`config.mk`:
```
export PLATFORM = sky130hd
export DESIGN_NAME = pulse_tachometer_position
export DESIGN_NICKNAME = d
export VERILOG_FILES = /design/src/sv/ptpos_pkg.sv /design/src/sv/pulse_tachometer_position.sv
export SDC_FILE = /design/constraint.sdc
export NUM_CORES = 1
export LEC_CHECK = 0
export ABC_AREA = 1
export BUFFER_PORTS_ARGS = -buffer_cell sky130_fd_sc_hd__buf_2
export CAP_MARGIN = 20
export CORE_AREA = 2 2 161 163
export CTS_CLUSTER_DIAMETER = 40
export DETAILED_ROUTE_END_ITERATION = 8
export DIE_AREA = 0 0 163 165
export HOLD_SLACK_MARGIN = 0.03
export PLACE_DENSITY = 0.83
export SLEW_MARGIN = 30
export SYNTH_ARGS = -nofsm -noshare
export SYNTH_HDL_FRONTEND = slang
export SYNTH_SLANG_ARGS = --single-unit
```
`constraint.sdc`:
```
create_clock -name i_clk -period 11.63 [get_ports i_clk]
set_clock_uncertainty 0.05 [all_clocks]
set_input_delay 1.7445 -clock i_clk [delete_from_list [all_inputs] [get_ports i_clk]]
set_output_delay 1.7445 -clock i_clk [all_outputs]
set_load 0.005 [all_outputs]
```
`src/sv/ptpos_pkg.sv`:
```
// Package for the pulse tachometer with position count.
// Field widths, configuration register indexes and op codes.
// No dependencies.
package ptpos_pkg;

    localparam int ELAPSED_W = 32;
    localparam int SPEED_W   = 20;
    localparam int CFG_IDX_W = 2;
    localparam int CFG_W     = 32;

    localparam logic [ELAPSED_W-1:0] ELAPSED_MAX   = '1;
    localparam logic [CFG_W-1:0]     STALL_TO_RST  = 32'd1000000;

    typedef enum logic [CFG_IDX_W-1:0] {
        CFG_REVERSE_DIR   = 2'd0,
        CFG_BRAKE_ON      = 2'd1,
        CFG_STALL_TIMEOUT = 2'd2
    } t_cfg_idx;

    typedef enum logic {
        OP_TICK  = 1'b0,
        OP_CLEAR = 1'b1
    } t_op;

endpackage

```
`src/sv/pulse_tachometer_position.sv`:
```
// Pulse tachometer: elapsed tick count, signed position count and speed.
// Speed comes from a restoring divider, one quotient bit per cycle.
// Depends on ptpos_pkg.
//
//  channel   dir  handshake                 payload
//  s         in   i_s_tvalid / o_s_tready   i_s_tdata: op, pulse_seen
//  m         out  o_m_tvalid / i_m_tready   o_m_tdata: position_count, speed_rate,
//                                           pulse_taken
//  cfg       in   i_cfg_we                  i_cfg_idx, i_cfg_data
//
// An item that takes a pulse with a nonzero period below the stall timeout
// runs the divider in S_DIV for all SPEED_W (20) quotient bits, then goes to S_DONE.
// Any other item goes from S_IDLE straight to S_DONE.
// The next item is accepted once the result sits in the output register;
// a stalled output holds the block in its final step.
// Reset is synchronous; configuration returns to its reset values.
module pulse_tachometer_position
    import ptpos_pkg::*;
#(
    parameter int TICK_RATE   = 1000000,
    parameter int COUNT_WIDTH = 32
) (
    input  logic                 i_clk,
    input  logic                 i_rst_n,
    input  logic                 i_s_tvalid,
    output logic                 o_s_tready,
    input  logic [7:0]           i_s_tdata,   // [0] op, [1] pulse_seen
    output logic                 o_m_tvalid,
    input  logic                 i_m_tready,
    output logic [55:0]          o_m_tdata,   // [31:0] position_count, [51:32] speed_rate,
                                              // [52] pulse_taken
    input  logic                 i_cfg_we,
    input  logic [CFG_IDX_W-1:0] i_cfg_idx,
    input  logic [CFG_W-1:0]     i_cfg_data
);

    localparam int                 CNT_W    = $clog2(SPEED_W);
    localparam logic [SPEED_W-1:0] RATE_VAL = SPEED_W'(TICK_RATE);

    typedef enum logic [1:0] {
        S_IDLE,
        S_DIV,
        S_DONE
    } t_state;

    t_state                         r_state;
    logic                           r_reverse_dir;
    logic                           r_brake_on;
    logic [CFG_W-1:0]               r_stall_to;

    logic [ELAPSED_W-1:0]           r_elapsed;
    logic signed [COUNT_WIDTH-1:0]  r_pos;
    logic [SPEED_W-1:0]             r_speed;

    logic [ELAPSED_W-1:0]           r_period;
    logic                           r_taken;
    logic [ELAPSED_W-1:0]           r_rem;
    logic [SPEED_W-1:0]             r_dvd;
    logic [SPEED_W-1:0]             r_quot;
    logic [CNT_W-1:0]               r_cnt;

    logic                           r_out_valid;
    logic signed [COUNT_WIDTH-1:0]  r_out_pos;
    logic [SPEED_W-1:0]             r_out_speed;
    logic                           r_out_taken;

    logic                           in_fire;
    logic                           in_op;
    logic                           in_pulse;
    logic                           taken;
    logic                           stalled;
    logic signed [COUNT_WIDTH-1:0]  n_pos;
    logic [ELAPSED_W:0]             rem_sh;
    logic                           q_bit;
    logic [ELAPSED_W-1:0]           n_rem;
    logic                           out_free;

    assign o_s_tready = (r_state == S_IDLE);
    assign in_fire    = i_s_tvalid && o_s_tready;
    assign in_op      = i_s_tdata[0];
    assign in_pulse   = i_s_tdata[1];
    assign taken      = in_pulse && !r_brake_on;
    assign stalled    = (r_elapsed >= r_stall_to);
    assign out_free   = !r_out_valid || i_m_tready;

    always_comb begin
        n_pos = (t_op'(in_op) == OP_CLEAR) ? '0 : r_pos;
        if (taken) begin
            n_pos = r_reverse_dir ? n_pos - 1'b1 : n_pos + 1'b1;
        end
    end

    // one restoring divide step: next dividend bit in, trial subtract
    assign rem_sh = {r_rem, r_dvd[SPEED_W-1]};
    assign q_bit  = (rem_sh >= {1'b0, r_period});
    assign n_rem  = q_bit ? ELAPSED_W'(rem_sh - {1'b0, r_period}) : rem_sh[ELAPSED_W-1:0];

    assign o_m_tvalid = r_out_valid;
    assign o_m_tdata  = {3'b000, r_out_taken, r_out_speed, 32'(r_out_pos)};

    always_ff @(posedge i_clk) begin
        if (!i_rst_n) begin
            r_state       <= S_IDLE;
            r_reverse_dir <= 1'b0;
            r_brake_on    <= 1'b0;
            r_stall_to    <= STALL_TO_RST;
            r_elapsed     <= '0;
            r_pos         <= '0;
            r_speed       <= '0;
            r_out_valid   <= 1'b0;
        end else begin
            if (i_cfg_we) begin
                case (t_cfg_idx'(i_cfg_idx))
                    CFG_REVERSE_DIR:   r_reverse_dir <= i_cfg_data[0];
                    CFG_BRAKE_ON:      r_brake_on    <= i_cfg_data[0];
                    CFG_STALL_TIMEOUT: r_stall_to    <= i_cfg_data;
                    default: ;
                endcase
            end

            // in S_DONE the output register is reloaded whenever it drains
            if (r_out_valid && i_m_tready && r_state != S_DONE) begin
                r_out_valid <= 1'b0;
            end

            case (r_state)
                S_IDLE: begin
                    if (in_fire) begin
                        r_pos    <= n_pos;
                        r_taken  <= taken;
                        r_period <= r_elapsed;
                        r_rem    <= '0;
                        r_dvd    <= RATE_VAL;
                        r_cnt    <= '0;
                        if (taken) begin
                            r_elapsed <= '0;
                        end else if (r_elapsed != ELAPSED_MAX) begin
                            r_elapsed <= r_elapsed + 1'b1;
                        end
                        if (stalled) begin
                            r_speed <= '0;
                            r_state <= S_DONE;
                        end else if (taken && r_elapsed == '0) begin
                            r_speed <= RATE_VAL;
                            r_state <= S_DONE;
                        end else if (taken) begin
                            r_state <= S_DIV;
                        end else begin
                            r_state <= S_DONE;
                        end
                    end
                end
                S_DIV: begin
                    r_rem  <= n_rem;
                    r_dvd  <= {r_dvd[SPEED_W-2:0], 1'b0};
                    r_quot <= {r_quot[SPEED_W-2:0], q_bit};
                    r_cnt  <= r_cnt + 1'b1;
                    if (r_cnt == CNT_W'(SPEED_W - 1)) begin
                        r_speed <= {r_quot[SPEED_W-2:0], q_bit};
                        r_state <= S_DONE;
                    end
                end
                S_DONE: begin
                    if (out_free) begin
                        r_out_valid <= 1'b1;
                        r_out_pos   <= r_pos;
                        r_out_speed <= r_speed;
                        r_out_taken <= r_taken;
                        r_state     <= S_IDLE;
                    end
                end
                default: r_state <= S_IDLE;
            endcase
        end
    end

endmodule
```
## Word level (Yosys, flattened, before mapping)

Cells that the tools add are included.

| cells by class | value |
|---|---|
| reductions and logical operators | 24 |
| mux-type cells | 27 |
| add/subtract/negate cells | 5 |
| equal/unequal tests | 11 |
| magnitude comparators | 2 |

Operators with widths:

| cell | number |
|---|---|
| 32-bit two-way mux | 7 |
| 20-bit two-way mux | 5 |
| 20-bit one-hot mux with 2 select lines | 2 |
| 32-bit by 1-bit adder with 32-bit output, second input constant | 2 |
| 32-bit one-hot mux with 2 select lines | 1 |
| 33-bit by 32-bit greater-or-equal comparator with 1-bit output | 1 |
| 32-bit greater-or-equal comparator | 1 |
| 32-bit logical NOT | 1 |
| 32-bit inequality test, second input constant | 1 |
| 32-bit by 1-bit subtractor with 32-bit output, second input constant | 1 |
| 32-bit subtractor | 1 |
| 3-bit AND reduction | 5 |
| 2-bit two-way mux | 6 |
| 5-bit one-hot mux with 2 select lines | 1 |
| 2-bit AND reduction | 5 |
| 2-bit inequality test, second input constant | 3 |
| 2-bit one-hot mux with 3 select lines | 1 |
| 5-bit by 1-bit adder with 5-bit output, second input constant | 1 |
| 5-bit equality test, second input constant | 1 |
| 1-bit logical AND | 5 |
| 5-bit two-way mux | 1 |
| 2-bit by 1-bit equality test with 1-bit output, second input constant | 2 |
| 2-bit equality test, second input constant | 2 |
| 2-bit logical NOT | 2 |
| other kinds (7) | 11 |

| storage, ports and cells | value |
|---|---|
| register bits after elaboration | 283 |
| output and inout bits | 58 |
| input port bits | 47 |

## Depth between registers and ports, before layout

Gate-level depths: netlist (run 1).

| depth | value |
|---|---|
| depth in word-level cells | 7 |
| gate-level depth with buffers | 18 |

## Least setup slack after synthesis (run 1)

OpenSTA, ideal clock, no wires.

| timing path | value |
|---|---|
| path kind | input port to flip-flop |
| from | input i_rst_n |
| to | register r_out_pos[0], enable pin |
| stages on the path | 4 |
| path slack | 5.135 ns |
| arrival | 5.916 ns |
| data required time | 11.051 ns |
| path buffers | 2 |
| cell sequence | buf_2 clkinv_1 clkbuf_1 nor3_1 |

| between the ends | value |
|---|---|
| word-level cells in the longest chain between the ends | 1 |

Ends and longest elaborated chain:

| what | line | text |
|---|---|---|
| start: declaration | pulse_tachometer_position.sv:24 | `input logic i_rst_n,` |
| 3-bit AND reduction (no line) | n/a |  |
| end signal: assignment | pulse_tachometer_position.sv:166 | `r_out_pos <= r_pos;` |
| end: declaration | pulse_tachometer_position.sv:63 | `logic signed [COUNT_WIDTH-1:0] r_out_pos;` |

Every way passes these cells.
A chain may end at the register's enable or synchronous reset.

## Worst setup path in the final report (run 1)

| timing path | value |
|---|---|
| from | input i_s_tdata[1] |
| to | register r_elapsed[22] |

| between the ends | value |
|---|---|
| word-level cells in the longest chain between the ends | 3 |

Ends and longest elaborated chain:

| what | line | text |
|---|---|---|
| start: declaration | pulse_tachometer_position.sv:27 | `input logic [7:0] i_s_tdata,` |
| 1-bit logical AND * | pulse_tachometer_position.sv:82 | `assign taken = in_pulse && !r_brake_on;` |
| 2-bit nonzero test (no line) | n/a |  |
| 3-bit AND reduction (no line) | n/a |  |
| end signal: assignment | pulse_tachometer_position.sv:138 | `r_elapsed <= r_elapsed + 1'b1;` |
| end: declaration | pulse_tachometer_position.sv:51 | `logic [ELAPSED_W-1:0] r_elapsed;` |

Mark *: on every way between the ends. The rest lies on a longest branch, timed or not.

==> qor.json, run 1 <==
{
  "synth.top_cell.area_share_pct": 29.2,
  "max_slew_margin_pct": 38.4,
  "critical_path.cell_chain": "buf_2 -> nand2_1 -> buf_4 -> nand4_1 -> nor2_1 -> nand4_1 -> nand2_2 -> inv_2 -> nand2_2 -> nand2_2 -> inv_2 -> nand2_1 -> nor2_1",
  "dpl-instance-area_um2": 16800,
  "cts.path.max_buffers": 3,
  "holdPathStages": 0,
  "drtIter0Drc": 1223,
  "post_cts_hold_buffer_count": 0,
  "fmax_mhz": 250,
  "critical_path_class": "primary input to flip-flop",
  "finish.net_count": 2317,
  "cp_slowest_cell": "sky130_fd_sc_hd__nand2_2",
  "critical_path_required_ns": 12.02,
  "synth_area_leader_cell": "sky130_fd_sc_hd__edfxtp_1",
  "yosys-top-cells-area": "sky130_fd_sc_hd__edfxtp_1 29%, sky130_fd_sc_hd__dfxtp_1 15%, sky130_fd_sc_hd__nand2_1 11%",
  "most_repeated_library_cell_on_the_critical_path": "sky130_fd_sc_hd__nand2_2",
  "min_period_ns": 4.01,
  "synth_cells": 2084,
  "crit_family": "simple AND/OR/NAND/NOR gates",
  "grt_overflow": 0,
  "clkSinkCount": 277,
  "synthesized_area_per_cell_um2": 7.70,
  "post-route-drc-count": 0,
  "terminus_of_the_critical_flop_to_flop_path": "r_rem[14]",
  "timing.critical_path.fanout_max": 54,
  "antenna_found_initial": 0,
  "fp.dieArea_um2": 26900,
  "r2r_slack_ns": 8.06,
  "dieHeight_um": 165,
  "route.detailed.wl_per_inst_um": 16.3,
  "gr-usage-all-layers_pct": 31.0,
  "worst-endpoint-arrival_ns": 4.40,
  "postRouteWirelength_um": 41100,
  "tritoncts": "done",
  "root_buffer": "sky130_fd_sc_hd__clkbuf_16",
  "grt_start_max_net_pins": 63,
  "outcome": "completed",
  "drtPass1Iterations": 6,
  "clk_pin_slew_ns": 0.06,
  "final_max_slew_viol_count": 0,
  "postLayoutCoreUtil_pct": 71.9,
  "syn-cell-area_um2": 16000,
  "worst_hold_path_type": "flip-flop to flip-flop",
  "routed-via-count": 14289,
  "timing.critical_path.buf_inv": 4,
  "maxCapViolations": 0,
  "cts.repair.resized": 0,
  "tns_ns": 0,
  "r2r_start": "r_rem[1]",
  "layout_cells_sized_above_1_pct": 9.10,
  "num_io_pins": 105,
  "ys.flop_type": "sky130_fd_sc_hd__edfxtp_1",
  "cts_setup_buffers": 0,
  "global_placer_s_final_weighted_congestion": 0.943,
  "leakagePower_nw": 7.87,
  "io_buffer_count": 95,
  "worst_skew_pair.late_latency_ns": 0.52,
  "worst_slew_pin_slew_ns": 0.921,
  "rsz0062_at_grt": "false",
  "ys_seq_area_share_pct": 44.3,
  "synth.top_cells.by_count": "469 x sky130_fd_sc_hd__nand2_1, 278 x sky130_fd_sc_hd__inv_1, 250 x sky130_fd_sc_hd__nor2_1, 209 x sky130_fd_sc_hd__a21oi_1, 156 x sky130_fd_sc_hd__edfxtp_1",
  "critical_path.max_stage_delay_ns": 0.59,
  "stdcell_area_um2": 18000,
  "power.density_nw_per_um2": 165,
  "die_width_um": 163,
  "dp_hpwl_um": 29600,
  "viasPerCell": 5.65,
  "warnings_synthesis": 0,
  "final-hold-violation-count": 0,
  "layout-area-overhead-vs-synth_pct": 12.2,
  "post-route-period-util_pct": 34.4,
  "setup.worst_path.start_class": "primary input",
  "yosysMostFrequentCell": "sky130_fd_sc_hd__nand2_1",
  "detail-route-antenna-nets": 0,
  "post_layout_nonfiller_instances": 2528,
  "antennaDiodeCount": 0,
  "design.core.area_um2": 25000,
  "synth_enable_flop_cells": 156,
  "ctsHtreeMaxLevel": 2,
  "holdPathEnd": "r_out_speed[5]",
  "row_count": 58,
  "fin_worst_hold_slack_ns": 0.377,
  "endpoint_kind": "flip-flop",
  "setup_viol_count_final": 0,
  "peakVddDrop_mv": 0.137,
  "synth.ff_latch_count": 277,
  "vias_in_the_first_global_route": 13524,
  "post_synth_num_cell_types": 45,
  "floorplan.initialDensity_pct": 64.1,
  "async_reset_ff_share_pct": 0,
  "place_inst": 2463,
  "hold_path.startpoint": "r_speed[5]",
  "tritoncts_buffer_count": 36,
  "grt_pass1_wl_um": 66700,
  "worst-r2r-cell-count": 14
}
## routing by layer
metal / vias up / global-route usage [%] / part of all wire, %
met2: 523 / 49.8 / 45
met4: 0 / 11.4 / 3.2
met1: 6603 / 43.1 / 45
met3: 91 / 4.09 / 7.3
li1: 7072 / - / -
met5: - / 0 / 0
## how the worst max path moves through the flow
stage	from	endpoint	cells past startpoint
3_3_place_gp	i_s_tdata[1]	r_elapsed[12]	13
6_report	i_s_tdata[1]	r_elapsed[22]	13
5_1_grt	i_s_tdata[1]	r_elapsed[14]	13
2_1_floorplan	i_rst_n	r_out_pos[0]	4
4_1_cts	i_s_tdata[1]	r_elapsed[22]	13
3_5_place_dp	i_s_tdata[1]	r_elapsed[22]	13
## state kept, by name, summed over array words and instances, names as in the netlist, 5 cells and up
name	count
r_speed	20
r_period	32
r_rem	32
r_out_pos	32
r_stall_to	32
r_cnt	5
r_out_speed	20
r_quot	19
r_pos	32
r_elapsed	32
r_dvd	14
## stage by stage
stage	power, mW	setup slack (ns)
2_1_floorplan	1.68	5.14
3_3_place_gp	1.82	7.20
3_5_place_dp	1.84	7.15
4_1_cts	2.98	7.69
5_1_grt	3.11	7.43
6_report	2.97	7.62
## placed cells by master (no fill, tap or decap), types with 6 or more instances in the layout
cell type	n
sky130_fd_sc_hd__a21o_1	8
sky130_fd_sc_hd__a21oi_1	208
sky130_fd_sc_hd__buf_2	95
sky130_fd_sc_hd__buf_4	12
sky130_fd_sc_hd__clkbuf_16	37
sky130_fd_sc_hd__clkinv_2	6
sky130_fd_sc_hd__dfxtp_1	121
sky130_fd_sc_hd__edfxtp_1	156
sky130_fd_sc_hd__ha_1	97
sky130_fd_sc_hd__inv_1	277
sky130_fd_sc_hd__inv_2	8
sky130_fd_sc_hd__nand2_1	469
sky130_fd_sc_hd__nand2_2	9
sky130_fd_sc_hd__nand3_1	74
sky130_fd_sc_hd__nand4_1	33
sky130_fd_sc_hd__nor2_1	248
sky130_fd_sc_hd__nor3_1	52
sky130_fd_sc_hd__nor4_1	9
sky130_fd_sc_hd__o211ai_1	11
sky130_fd_sc_hd__o21a_1	8
sky130_fd_sc_hd__o21ai_0	119
sky130_fd_sc_hd__o21ai_1	25
sky130_fd_sc_hd__o21bai_1	6
sky130_fd_sc_hd__or2_2	6
sky130_fd_sc_hd__xnor2_1	8
sky130_fd_sc_hd__xor2_1	38
## logic make-up after synthesis
kind of cell,count (synthesis),synth area share [%]
AND/OR/NAND/NOR,915,23.6
AO/OA/AOI/OAI,399,13.2
buffers and inverters,347,8.52
flip-flops,277,44.3
adder cells (fa/ha/maj),99,7.82
XOR/XNOR,46,2.51
other,1,0.0234
## power by group
| part | internal (mW) | switching [mW] | total (mW) |
|---|---|---|---|
| Sequential | 1.16 | 0.0488 | 1.21 |
| Clock | 0.690 | 0.440 | 1.13 |
| Combinational | 0.196 | 0.436 | 0.632 |
| Total | 2.04 | 0.924 | 2.97 |
## final cells by class
class	instances	area (um^2)
repair buffers	107	566
well taps	330	413
inverters	287	1080
multi-input cells	1462	7590
fillers	2001	7040
clock inverters	24	283
flip-flops and latches	277	7110
clock buffers	41	951
Note: power is estimated with default switching activity, not from simulation.
==> inputs of run 2 (changes only) <==
Settings changed: CORE_AREA 2 2 161 163 to 2 2 164 166, DIE_AREA 0 0 163 165 to 0 0 166 168, PLACE_DENSITY 0.83 to 0.81.
Clock period 11.63 ns to 4.17 ns, I/O delays scaled along.
==> run 2 against run 1 <==
  * Sequential share of layout area is 0.21 points lower
  * Die area up 3.7%
  * Routed wire length increased by 0.36%
  * Global-route usage decreased by 1.5 points
  * Non-clock buffer count increased by 2
  * Total power grew to 2.8 times the previous value
  * Clock-buffer cell count up 5
  * Clock power rose to 2.9 times the previous value
  * Via count decreased by 0.62%
  * Critical path depth decreased by 7
==> qor.json, run 2 (synthesis results as in run 1) <==
{
  "outcome": {"value": "completed", "change": "unchanged"},
  "critical_path_class": {"value": "flip-flop to flip-flop", "change": "was primary input to flip-flop"},
  "layout-area-overhead-vs-synth": {"value": 12.8, "unit": "%", "change": "was 12.2%"},
  "stdcell_area": {"value": 18100, "unit": "um^2", "change": "was 18000 um^2"},
  "fp.dieArea": {"value": 27900, "unit": "um^2", "change": "was 26900 um^2"},
  "final-hold-violation-count": {"value": 0, "change": "unchanged"},
  "routed-via-count": {"value": 14201, "change": "was 14289"},
  "max_slew_margin": {"value": 41.7, "unit": "%", "change": "was 38.4%"},
  "row_count": {"value": 60, "change": "was 58"},
  "clkSinkCount": {"value": 277, "change": "unchanged"},
  "num_io_pins": {"value": 105, "change": "unchanged"},
  "clk_pin_slew": {"value": 0.06, "unit": "ns", "change": "about the same"},
  "route.detailed.wl_per_inst": {"value": 16.2, "unit": "um", "change": "was 16.3 um"},
  "dpl-instance-area": {"value": 16800, "unit": "um^2", "change": "about the same"},
  "worst_skew_pair.late_latency": {"value": 0.52, "unit": "ns", "change": "about the same"},
  "post-route-period-util_pct": 77.2,
  "grt_pass1_wl": {"value": 67400, "unit": "um", "change": "was 66700 um"},
  "endpoint_kind": {"value": "flip-flop", "change": "unchanged"},
  "tritoncts": {"value": "done", "change": "unchanged"},
  "final.fill_count": {"value": 2141, "change": "was 2001"},
  "grt_start_max_net_pins": {"value": 68, "change": "was 63"},
  "layout.area.seq": {"value": 7110, "unit": "um^2", "change": "unchanged"},
  "critical_path.cell_chain": {"value": "nor2_1 -> inv_1 -> nor2_2 -> clkinv_2 -> a21oi_4 -> buf_4", "change": "was buf_2 -> nand2_1 -> buf_4 -> nand4_1 -> nor2_1 -> nand4_1 -> nand2_2 -> inv_2 -> nand2_2 -> nand2_2 -> inv_2 -> nand2_1 -> nor2_1"},
  "worst_hold_path_type": {"value": "primary input to flip-flop", "change": "was flip-flop to flip-flop"},
  "maxCapViolations": {"value": 0, "change": "unchanged"},
  "grt_overflow": {"value": 0, "change": "unchanged"},
  "worst_slew_pin_slew": {"value": 0.873, "unit": "ns", "change": "was 0.921 ns"},
  "viasPerCell": {"value": 5.58, "change": "was 5.65"},
  "p_sw_share": {"value": 31.2, "unit": "%", "change": "was 31.1%"},
  "cp_slowest_cell": {"value": "sky130_fd_sc_hd__clkinv_2", "change": "was sky130_fd_sc_hd__nand2_2"},
  "detail-route-antenna-nets": {"value": 0, "change": "unchanged"},
  "dieHeight": {"value": 168, "unit": "um", "change": "was 165 um"},
  "switchingPower": {"value": 2.62, "unit": "mW", "change": "was 0.924 mW"},
  "post-route-drc-count": {"value": 0, "change": "unchanged"},
  "rsz0062_at_grt": {"value": "false", "change": "unchanged"},
  "io_buffer_count": {"value": 95, "change": "unchanged"},
  "gr-usage-all-layers": {"value": 29.5, "unit": "%", "change": "was 31.0%"},
  "drtIter0Drc": {"value": 1282, "change": "was 1223"},
  "dp_hpwl": {"value": 29500, "unit": "um", "change": "was 29600 um"},
  "setup_viol_count_final": {"value": 0, "change": "unchanged"},
  "leakagePower": {"value": 7.93, "unit": "nW", "change": "was 7.87 nW"},
  "worst-endpoint-arrival": {"value": 3.32, "unit": "ns", "change": "was 4.40 ns"},
  "ctsHtreeMaxLevel": {"value": 2, "change": "unchanged"},
  "cell_internal_pwr": {"value": 5.79, "unit": "mW", "change": "was 2.04 mW"},
  "critical_path.max_stage_delay": {"value": 0.75, "unit": "ns", "change": "was 0.59 ns"},
  "tns": {"value": 0, "unit": "ns", "change": "unchanged"},
  "floorplan.initialDensity": {"value": 60.9, "unit": "%", "change": "was 64.1%"},
  "power.density": {"value": 465, "unit": "nW/um^2", "change": "was 165 nW/um^2"},
  "finish.net_count": {"value": 2321, "change": "was 2317"},
  "antenna_found_initial": {"value": 0, "change": "unchanged"},
  "peakVddDrop": {"value": 0.576, "unit": "mV", "change": "was 0.137 mV"},
  "tritoncts_buffer_count": {"value": 38, "change": "was 36"},
  "cts.repair.resized": {"value": 0, "change": "unchanged"},
  "critical_path_required": {"value": 4.27, "unit": "ns", "change": "was 12.02 ns"},
  "portion_of_total_power_attributed_to_the_clock_network": {"value": 39.1, "unit": "%", "change": "was 38.1%"},
  "layout.cells.most_common": {"value": "sky130_fd_sc_hd__nand2_1", "change": "unchanged"},
  "comb_power_share": {"value": 21.0, "unit": "%", "change": "was 21.3%"},
  "postLayoutCoreUtil": {"value": 68.6, "unit": "%", "change": "was 71.9%"},
  "postRouteWirelength": {"value": 41300, "unit": "um", "change": "was 41100 um"},
  "root_buffer": {"value": "sky130_fd_sc_hd__clkbuf_16", "change": "unchanged"},
  "power_frac_seq": {"value": 40.0, "unit": "%", "change": "was 40.7%"},
  "timing.critical_path.fanout_max": {"value": 62, "change": "was 54"},
  "die_width": {"value": 166, "unit": "um", "change": "was 163 um"},
  "post_cts_hold_buffer_count": {"value": 0, "change": "unchanged"},
  "vias_in_the_first_global_route": {"value": 13397, "change": "was 13524"},
  "final_max_slew_viol_count": {"value": 0, "change": "unchanged"},
  "global_placer_s_final_weighted_congestion": {"value": 0.954, "change": "was 0.943"},
  "antennaDiodeCount": {"value": 0, "change": "unchanged"},
  "drtPass1Iterations": {"value": 5, "change": "was 6"},
  "fmax_mhz": 310,
  "multiInputGateArea": {"value": 7600, "unit": "um^2", "change": "was 7590 um^2"},
  "design.core.area": {"value": 26400, "unit": "um^2", "change": "was 25000 um^2"},
  "layout_cells_sized_above_1": {"value": 9.48, "unit": "%", "change": "was 9.10%"},
  "min_period_ns": 3.22,
  "cts.path.max_buffers": {"value": 3, "change": "unchanged"},
  "cts_setup_buffers": {"value": 0, "change": "unchanged"},
  "most-common-layout-cells": {"value": "468 x sky130_fd_sc_hd__nand2_1, 277 x sky130_fd_sc_hd__inv_1, 248 x sky130_fd_sc_hd__nor2_1, 208 x sky130_fd_sc_hd__a21oi_1, 156 x sky130_fd_sc_hd__edfxtp_1", "change": "was 469 x sky130_fd_sc_hd__nand2_1, 277 x sky130_fd_sc_hd__inv_1, 248 x sky130_fd_sc_hd__nor2_1, 208 x sky130_fd_sc_hd__a21oi_1, 156 x sky130_fd_sc_hd__edfxtp_1"},
  "setup.worst_path.start_class": {"value": "flip-flop", "change": "was primary input"}
}
## run 2: changes by cell type in the layout (fill, tap and decap cells not counted), sizes merged
cell and delta:
buf +2, bufinv -1, clkbuf +5, clkinv -1, clkinvlp -3, inv +4
## run 2: final timing paths
path                                        end            from  cells past startpoint  slack [ns]
worst max register to register         r_rem[9]      r_state[1]                      6        0.95
worst min register to register  r_out_speed[10]     r_speed[10]                      0        0.38
worst min-delay path             r_stall_to[18]  i_cfg_data[18]                      3        0.28
worst max-delay path                   r_rem[9]      r_state[1]                      6        0.95
## run 2: stage by stage
stage               std cells  power (mW)  setup WS [ns]  hold WS (ns)
floorplan                2086        4.67        0.00836         0.350
global placement         2476        5.09          0.896         0.365
detailed placement       2476        5.14          0.876         0.365
CTS                      2545        8.44           1.16         0.272
global route             2545        8.82          0.708         0.295
finish                   2545        8.41          0.949         0.278
## run 2: cell type report
class | instances | area share (%)
sequential | 277 | 39.3
clock buffer | 46 | 5.76
clock inverter | 23 | 1.38
inverter | 287 | 5.96
tap | 341 | 2.36
multi-input combinational | 1462 | 42.0
timing repair buffer | 109 | 3.21
## run 2: power groups by stage
stage / sequential (mW) / combinational (mW) / clock (mW)
global placement: 3.40 / 1.69 / 0
floorplan: 3.39 / 1.28 / 0
detailed placement: 3.41 / 1.73 / 0
CTS: 3.36 / 1.75 / 3.33
finish: 3.36 / 1.76 / 3.28
global route: 3.39 / 1.99 / 3.44
## run 2: routing by layer
metal	GRT usage, %	share of wire, %	vias to the layer above	wire [um]
li1	-	-	7098	-
met1	41.7	45	6477	18600
met2	47.3	44	533	18300
met3	4.35	7.7	93	3190
met4	9.26	2.9	0	1190
met5	0	0	-	0
## run 2: worst max-delay path, delay by kind of cell, from the launching register on
family	cells	cell delay [ns]
AOI/OAI and AO/OA	1	0.33
buffers and inverters	3	1.45
and+or+nand+nor	2	0.64
DFF	1	0.35
